## src/mpfd_pkg.sv

```systemverilog
// ----------------------------------------------------------------------------
// mpfd_pkg
// shared constants, types and helpers of the page framebuffer drawing engine
// ----------------------------------------------------------------------------
`default_nettype none

package mpfd_pkg;

  localparam int SCREEN_COLS = 128;
  localparam int SCREEN_ROWS = 64;
  localparam int PAGE_ROWS   = 8;
  localparam int PAGE_COUNT  = (SCREEN_ROWS + PAGE_ROWS - 1) / PAGE_ROWS;
  localparam int STORE_DEPTH = SCREEN_COLS * PAGE_COUNT;
  localparam int ADDR_W      = $clog2(STORE_DEPTH);
  localparam int PAGE_W      = 5;

  localparam logic [8:0] COLS_LIM  = 9'(SCREEN_COLS);
  localparam logic [8:0] ROWS_LIM  = 9'(SCREEN_ROWS);
  localparam logic [8:0] PAGES_LIM = 9'(PAGE_COUNT);
  localparam logic [ADDR_W-1:0] CLR_LAST = ADDR_W'(STORE_DEPTH - 1);

  typedef enum logic [2:0] {
    OP_SET    = 3'd0,
    OP_FILL   = 3'd1,
    OP_INVERT = 3'd2,
    OP_CLEAR  = 3'd3,
    OP_READ   = 3'd4
  } op_e;

  typedef enum logic [2:0] {
    ST_CLEAR,
    ST_IDLE,
    ST_RD,
    ST_WR,
    ST_FIN
  } st_e;

  typedef struct packed {
    logic              we;
    logic [ADDR_W-1:0] waddr;
    logic [7:0]        wdata;
    logic [ADDR_W-1:0] raddr;
  } mem_req_t;

  typedef struct packed {
    logic [7:0] read_byte;
    logic       status;
  } res_t;

  function automatic logic [ADDR_W-1:0] addr_of(input logic [PAGE_W-1:0] page,
                                                input logic [7:0] col);
    addr_of = ADDR_W'(32'(page) * SCREEN_COLS + 32'(col));
  endfunction

endpackage

`default_nettype wire

```

## src/mpfd_ctrl.sv

```systemverilog
// ----------------------------------------------------------------------------
// mpfd_ctrl
// command decode, clearing sweep and byte-wise read-modify-write walker
// ----------------------------------------------------------------------------
`default_nettype none

module mpfd_ctrl (
  input  wire logic                clk_i,
  input  wire logic                rst_ni,
  input  wire logic                in_valid_i,
  output logic                     in_stall_o,
  input  wire logic [2:0]          opcode_i,
  input  wire logic [7:0]          col_i,
  input  wire logic [7:0]          row_i,
  input  wire logic [7:0]          rect_width_i,
  input  wire logic [7:0]          rect_height_i,
  input  wire logic                pixel_on_i,
  output logic                     res_valid_o,
  output mpfd_pkg::res_t           res_o,
  input  wire logic                res_load_i,
  output mpfd_pkg::mem_req_t       mem_req_o,
  input  wire logic [7:0]          rdata_i
);

  mpfd_pkg::st_e state_q, state_d;
  logic [mpfd_pkg::ADDR_W-1:0] clr_addr_q, clr_addr_d;
  logic clr_cmd_q, clr_cmd_d;

  mpfd_pkg::op_e op_q;
  logic       lit_q;
  logic [7:0] col_q, col_end_q;
  logic [mpfd_pkg::PAGE_W-1:0] page_q, page_first_q, page_last_q;
  logic [2:0] top_q, bot_q;
  logic       status_q;
  logic [7:0] byte_q;

  mpfd_pkg::op_e in_op;
  logic accept;
  logic pix_oob, rect_oob, rect_empty, read_oob, reject;
  logic [7:0] rect_bot, rect_right;
  logic walk_last;
  logic [2:0] lo, hi;
  logic [7:0] mask, new_byte;
  logic [mpfd_pkg::ADDR_W-1:0] walk_addr;

  assign in_op  = mpfd_pkg::op_e'(opcode_i);
  assign accept = in_valid_i && (state_q == mpfd_pkg::ST_IDLE);

  assign pix_oob  = ({1'b0, col_i} >= mpfd_pkg::COLS_LIM) ||
                    ({1'b0, row_i} >= mpfd_pkg::ROWS_LIM);
  assign rect_oob = pix_oob ||
                    (({1'b0, col_i} + {1'b0, rect_width_i}) > mpfd_pkg::COLS_LIM) ||
                    (({1'b0, row_i} + {1'b0, rect_height_i}) > mpfd_pkg::ROWS_LIM);
  assign rect_empty = (rect_width_i == 8'd0) || (rect_height_i == 8'd0);
  assign read_oob = ({1'b0, col_i} >= mpfd_pkg::COLS_LIM) ||
                    ({1'b0, row_i} >= mpfd_pkg::PAGES_LIM);
  assign rect_bot   = row_i + rect_height_i - 8'd1;
  assign rect_right = col_i + rect_width_i - 8'd1;

  always_comb begin
    unique case (in_op) inside
      mpfd_pkg::OP_SET:    reject = pix_oob;
      mpfd_pkg::OP_FILL,
      mpfd_pkg::OP_INVERT: reject = rect_oob;
      mpfd_pkg::OP_READ:   reject = read_oob;
      default:             reject = 1'b0;
    endcase
  end

  // walk order: pages of a column first, then the next column
  assign walk_last = (page_q == page_last_q) && (col_q == col_end_q);
  assign walk_addr = mpfd_pkg::addr_of(page_q, col_q);
  assign lo = (page_q == page_first_q) ? top_q : 3'd0;
  assign hi = (page_q == page_last_q) ? bot_q : 3'd7;

  always_comb begin
    for (int i = 0; i < 8; i++) begin
      mask[i] = (3'(i) >= lo) && (3'(i) <= hi);
    end
  end

  always_comb begin
    if (op_q == mpfd_pkg::OP_INVERT) begin
      new_byte = rdata_i ^ mask;
    end else if (lit_q) begin
      new_byte = rdata_i | mask;
    end else begin
      new_byte = rdata_i & ~mask;
    end
  end

  // next state
  always_comb begin
    state_d    = state_q;
    clr_addr_d = clr_addr_q;
    clr_cmd_d  = clr_cmd_q;
    unique case (state_q)
      mpfd_pkg::ST_CLEAR: begin
        clr_addr_d = clr_addr_q + 1'b1;
        if (clr_addr_q == mpfd_pkg::CLR_LAST) begin
          state_d = clr_cmd_q ? mpfd_pkg::ST_FIN : mpfd_pkg::ST_IDLE;
        end
      end
      mpfd_pkg::ST_IDLE: begin
        if (accept) begin
          unique case (in_op) inside
            mpfd_pkg::OP_SET: begin
              state_d = reject ? mpfd_pkg::ST_FIN : mpfd_pkg::ST_RD;
            end
            mpfd_pkg::OP_FILL,
            mpfd_pkg::OP_INVERT: begin
              state_d = (reject || rect_empty) ? mpfd_pkg::ST_FIN : mpfd_pkg::ST_RD;
            end
            mpfd_pkg::OP_READ: begin
              state_d = reject ? mpfd_pkg::ST_FIN : mpfd_pkg::ST_RD;
            end
            mpfd_pkg::OP_CLEAR: begin
              state_d    = mpfd_pkg::ST_CLEAR;
              clr_addr_d = '0;
              clr_cmd_d  = 1'b1;
            end
            default: state_d = mpfd_pkg::ST_FIN;
          endcase
        end
      end
      mpfd_pkg::ST_RD: state_d = mpfd_pkg::ST_WR;
      mpfd_pkg::ST_WR: begin
        if ((op_q == mpfd_pkg::OP_READ) || walk_last) begin
          state_d = mpfd_pkg::ST_FIN;
        end else begin
          state_d = mpfd_pkg::ST_RD;
        end
      end
      mpfd_pkg::ST_FIN: begin
        if (res_load_i) begin
          state_d = mpfd_pkg::ST_IDLE;
        end
      end
      default: state_d = mpfd_pkg::ST_IDLE;
    endcase
  end

  // outputs
  always_comb begin
    in_stall_o      = (state_q != mpfd_pkg::ST_IDLE);
    res_valid_o     = (state_q == mpfd_pkg::ST_FIN);
    res_o.read_byte = byte_q;
    res_o.status    = status_q;
    mem_req_o.raddr = walk_addr;
    mem_req_o.we    = 1'b0;
    mem_req_o.waddr = walk_addr;
    mem_req_o.wdata = new_byte;
    if (state_q == mpfd_pkg::ST_CLEAR) begin
      mem_req_o.we    = 1'b1;
      mem_req_o.waddr = clr_addr_q;
      mem_req_o.wdata = 8'd0;
    end else if ((state_q == mpfd_pkg::ST_WR) && (op_q != mpfd_pkg::OP_READ)) begin
      mem_req_o.we = 1'b1;
    end
  end

  always_ff @(posedge clk_i or negedge rst_ni) begin
    if (!rst_ni) begin
      state_q    <= mpfd_pkg::ST_CLEAR;
      clr_addr_q <= '0;
      clr_cmd_q  <= 1'b0;
    end else begin
      state_q    <= state_d;
      clr_addr_q <= clr_addr_d;
      clr_cmd_q  <= clr_cmd_d;
    end
  end

  // command and walk registers
  always_ff @(posedge clk_i) begin
    if (accept) begin
      op_q     <= in_op;
      lit_q    <= pixel_on_i;
      col_q    <= col_i;
      status_q <= reject;
      byte_q   <= 8'd0;
      top_q    <= row_i[2:0];
      if (in_op == mpfd_pkg::OP_READ) begin
        page_q       <= row_i[mpfd_pkg::PAGE_W-1:0];
        page_first_q <= row_i[mpfd_pkg::PAGE_W-1:0];
        page_last_q  <= row_i[mpfd_pkg::PAGE_W-1:0];
        col_end_q    <= col_i;
        bot_q        <= row_i[2:0];
      end else if (in_op == mpfd_pkg::OP_SET) begin
        page_q       <= row_i[7:3];
        page_first_q <= row_i[7:3];
        page_last_q  <= row_i[7:3];
        col_end_q    <= col_i;
        bot_q        <= row_i[2:0];
      end else begin
        page_q       <= row_i[7:3];
        page_first_q <= row_i[7:3];
        page_last_q  <= rect_bot[7:3];
        col_end_q    <= rect_right;
        bot_q        <= rect_bot[2:0];
      end
    end else if (state_q == mpfd_pkg::ST_WR) begin
      if (op_q == mpfd_pkg::OP_READ) begin
        byte_q <= rdata_i;
      end else if (!walk_last) begin
        if (page_q == page_last_q) begin
          page_q <= page_first_q;
          col_q  <= col_q + 8'd1;
        end else begin
          page_q <= page_q + 1'b1;
        end
      end
    end else if ((state_q == mpfd_pkg::ST_CLEAR) && clr_cmd_q) begin
      status_q <= 1'b0;
      byte_q   <= 8'd0;
    end
  end

endmodule

`default_nettype wire

```

## config.mk

```make
export PLATFORM = sky130hd
export DESIGN_NAME = mpfd_ctrl
export DESIGN_NICKNAME = d
export VERILOG_FILES = /design/src/mpfd_pkg.sv /design/src/mpfd_ctrl.sv
export SDC_FILE = /design/constraint.sdc
export NUM_CORES = 1
export LEC_CHECK = 0
export BUFFER_PORTS_ARGS = -buffer_cell sky130_fd_sc_hd__buf_2
export CAP_MARGIN = 40
export CORE_UTILIZATION = 50
export CTS_CLUSTER_DIAMETER = 30
export DETAILED_ROUTE_END_ITERATION = 7
export GPL_TIMING_DRIVEN = 1
export HOLD_SLACK_MARGIN = 0.06
export PLACE_DENSITY_LB_ADDON = 0.12
export SLEW_MARGIN = 10
export SYNTH_ARGS = -nofsm -noshare
export SYNTH_HDL_FRONTEND = slang
export SYNTH_SLANG_ARGS = --single-unit
```

## constraint.sdc

```tcl
create_clock -name clk_i -period 2.75 [get_ports clk_i]
set_input_delay 0.275 -clock clk_i [delete_from_list [all_inputs] [get_ports clk_i]]
set_output_delay 0.275 -clock clk_i [all_outputs]
set_load 0.005 [all_outputs]
```

==> impl_metrics.env <==
export IMPL_synth_flop_cell="edfxtp_1"
export IMPL_end_kind="output pin"
export IMPL_worst_pin_slew_ns=0.770
export IMPL_syn_area_per_cell_um2=8.62
export IMPL_drtPass1Iterations=5
export IMPL_antenna_found_initial=0
export IMPL_clkPwrFrac_pct=19.4
export IMPL_r2r_end="page_q[0]"
export IMPL_synth_nets=721
export IMPL_synth_top_family_by_area="simple AND/OR/NAND/NOR gates"
export IMPL_rows=37
export IMPL_diodes=0
export IMPL_avgRoutedWirePerCell_um=14.9
export IMPL_clk_path_buf_depth=2
export IMPL_num_nets_final=809
export IMPL_max_cap_violations=0
export IMPL_routed_wl_mm=12.6
export IMPL_syn_instance_count=622
export IMPL_synth_async_reset_ratio_pct=21.9
export IMPL_met3_usage_pct=3.40
export IMPL_max_slew_margin_rel_pct=48.7
export IMPL_use_met1_pct=31.7
export IMPL_worstSetupPathType="reg2out"
export IMPL_crit_path_max_fanout=8
export IMPL_sw_frac_of_total_pct=38.3
export IMPL_power_leakage_uw=0.00280
export IMPL_yosysMostFrequentCell="nand2_1"
export IMPL_r2r_start="page_q[1]"
export IMPL_port_buffer_count=87
export IMPL_synthesis_area_mm2=0.00536
export IMPL_hold_path_class="in2reg"
export IMPL_cts_root_buf="clkbuf_8"
export IMPL_max_vdd_ir_drop_v=0.000344
export IMPL_fin_crit_sh_pct=95.1
export IMPL_crit_arrival_ns=2.34
export IMPL_hold_slack_ns=0.105
export IMPL_synth_area_top_cells="edfxtp_1 24%, ha_1 11%, dfrtp_1 6.5%"
export IMPL_routed_via_density=5.46
export IMPL_vias=4648
export IMPL_clock_sinks=64
export IMPL_power_switching_uw=1360
export IMPL_synth_top_area_share_pct=23.5
export IMPL_die_area_mm2=0.0111
export IMPL_holdPathStages=1
export IMPL_top_usage_layer="met2"
export IMPL_ios=88
export IMPL_setup_violations=0
export IMPL_use_met2_pct=38.5
export IMPL_start_util_pct=51.7
export IMPL_die_height_um=106
export IMPL_seq_area_frac_synth_pct=33.1
export IMPL_gp_congestion=0.931
export IMPL_grt_max_degree=28
export IMPL_ff2ff_path_depth=7
export IMPL_drc=0
export IMPL_cp_start_kind="flip-flop"
export IMPL_ant_nets=0
export IMPL_clk_latency_ns=0.35
export IMPL_critPathCapture="mem_req_o[13]"
export IMPL_overflow=0
export IMPL_hpwl_mm=10.1
export IMPL_cts_tree="done"
export IMPL_p_comb_share_pct=42.3
export IMPL_period_needed_ns=2.62
export IMPL_synth_compound_area_share_pct=18.3
export IMPL_finClkSkew_ns=0.00874
export IMPL_rsz0062_at_grt="no"
export IMPL_power_frac_seq_pct=38.3
export IMPL_cts_htree_levels=3
export IMPL_drtIter0Drc=223
export IMPL_grt_pass1_vias=4470
export IMPL_grt_pass1_wl_mm=21.0
export IMPL_drive_above_1_share_pct=19.9
export IMPL_fmax_ghz=0.382
export IMPL_powerDensity_mw_per_mm2=580
export IMPL_synth_fa_ha_area_share_pct=12.5
export IMPL_multiInputGateArea_mm2=0.00320
export IMPL_numCtsBuffers=9
export IMPL_yosys_area_top_type="edfxtp_1"
export IMPL_synth_xor_area_share_pct=7.84
export IMPL_area_growth_pct=14.5
export IMPL_finalSetupTns_ns=0
export IMPL_final_hold_viol_count=0
export IMPL_clkTransAtPathRegs_ns=0.06
export IMPL_timing_reg2reg_setup_slack_ns=0.73
export IMPL_track_usage_pct=23.8
export IMPL_yosys_warnings=0
export IMPL_synth_edf_count=42
export IMPL_core_area_mm2=0.0104
export IMPL_fill_cells=980
export IMPL_slew_violations=0
export IMPL_die_x_um=106
export IMPL_synth_cell_types=79
export IMPL_cp_required_ns=2.48
export IMPL_synthMuxAreaShare_pct=1.54
export IMPL_cell_internal_pwr_uw=2200
export IMPL_outcome="finished, final reports clean"
export IMPL_startpoint="page_q[1]"
export IMPL_synth_common_cells="81 x nand2_1, 63 x inv_1, 47 x ha_1"
export IMPL_ys_ff_latch=64
export IMPL_seqCellArea_mm2=0.00177
export IMPL_synth_simple_area_share_pct=19.5
## logic make-up (layout without fill, tap and decap cells)
group                      Yosys count  in the layout
adders and majority gates           51             51
xor gates and xnor gates            48             48
muxes                                8              8
buffers and inverters               94            187
and+or+nand+nor                    214            214
DFF                                 64             64
AOI/OAI and AO/OA                  143            143
## power by group through the flow
stage / combinational [µW] / clock, µW / sequential, µW
finish: 1510 / 691 / 1360
global route: 1690 / 746 / 1380
CTS: 1500 / 710 / 1360
detailed placement: 1490 / 0 / 1380
global placement: 1460 / 0 / 1380
floorplan: 1060 / 0 / 1320
## registers in the layout, summed over array words and instances, names as in the netlist
register / flops
status_q: 1
bot_q: 3
state_q: 3
page_q: 5
col_q: 8
clr_addr_q: 10
page_last_q: 5
lit_q: 1
op_q: 3
clr_cmd_q: 1
byte_q: 8
page_first_q: 5
top_q: 3
col_end_q: 8
## worst max-delay path, stage by stage (launching register included)
cell and delay (ns):
edfxtp_1 0.45, xor2_1 0.19, nor3_1 0.25, nand2_1 0.24
o31ai_1 0.41, nor2_1 0.08, o221a_1 0.25, buf_2 0.13
## cell usage in the layout, fill, tap and decap left out, drive strengths merged, types with 14 or more instances in the layout
cell type	instances
nor2	46
dfrtp	14
buf	106
xor2	33
nand2	81
edfxtp	42
inv	64
nand3	24
clkbuf	15
o21ai	44
xnor2	15
a21oi	38
ha	47
## metal layers
layer  vias to the layer above  routed length [µm]  part of all wire (%)
li1                       2350                   -                     -
met1                      2142                5970                    47
met2                       131                5810                    46
met3                        25                 563                   4.5
met4                         0                 314                   2.5
met5                         -                   0                     0
## worst min path at each step
stage,start,endpoint,slack (ns)
2_1_floorplan,rst_ni,clr_addr_q[0],-0.02
3_3_place_gp,rst_ni,state_q[0],0.18
3_5_place_dp,rst_ni,state_q[0],0.19
4_1_cts,pixel_on_i,lit_q,0.09
5_1_grt,pixel_on_i,lit_q,0.09
6_report,pixel_on_i,lit_q,0.10
## cell type report
| cell class | instances | area share, % |
|---|---|---|
| Multi-Input combinational cell | 464 | 52.2 |
| Sequential cell | 64 | 28.9 |
| Timing Repair Buffer | 107 | 9.58 |
| Inverter | 64 | 3.92 |
| Tap cell | 136 | 2.77 |
| Clock buffer | 15 | 2.55 |
| Clock inverter | 1 | 0.0816 |
## timing repair
action,in CTS,in global routing
buffers inserted,0,3
endpoints found under the hold margin,14,0
resized for setup,0,1
hold buffers,1,0
setup endpoints to repair,0,4
## metrics by stage
step           instances  power [µW]  setup WS [ns]  utilization (%)  cell area (µm²)
2_1_floorplan        622        2380          0.199                -             5360
3_3_place_gp         831        2830         0.0424             57.3             5940
3_5_place_dp         831        2870        -0.0411             57.3             5940
4_1_cts              848        3570         0.0260             58.9             6110
5_1_grt              851        3820         0.0332             59.2             6140
6_report             851        3560          0.134             59.2             6140
Note: power is estimated with default switching activity, not from simulation.
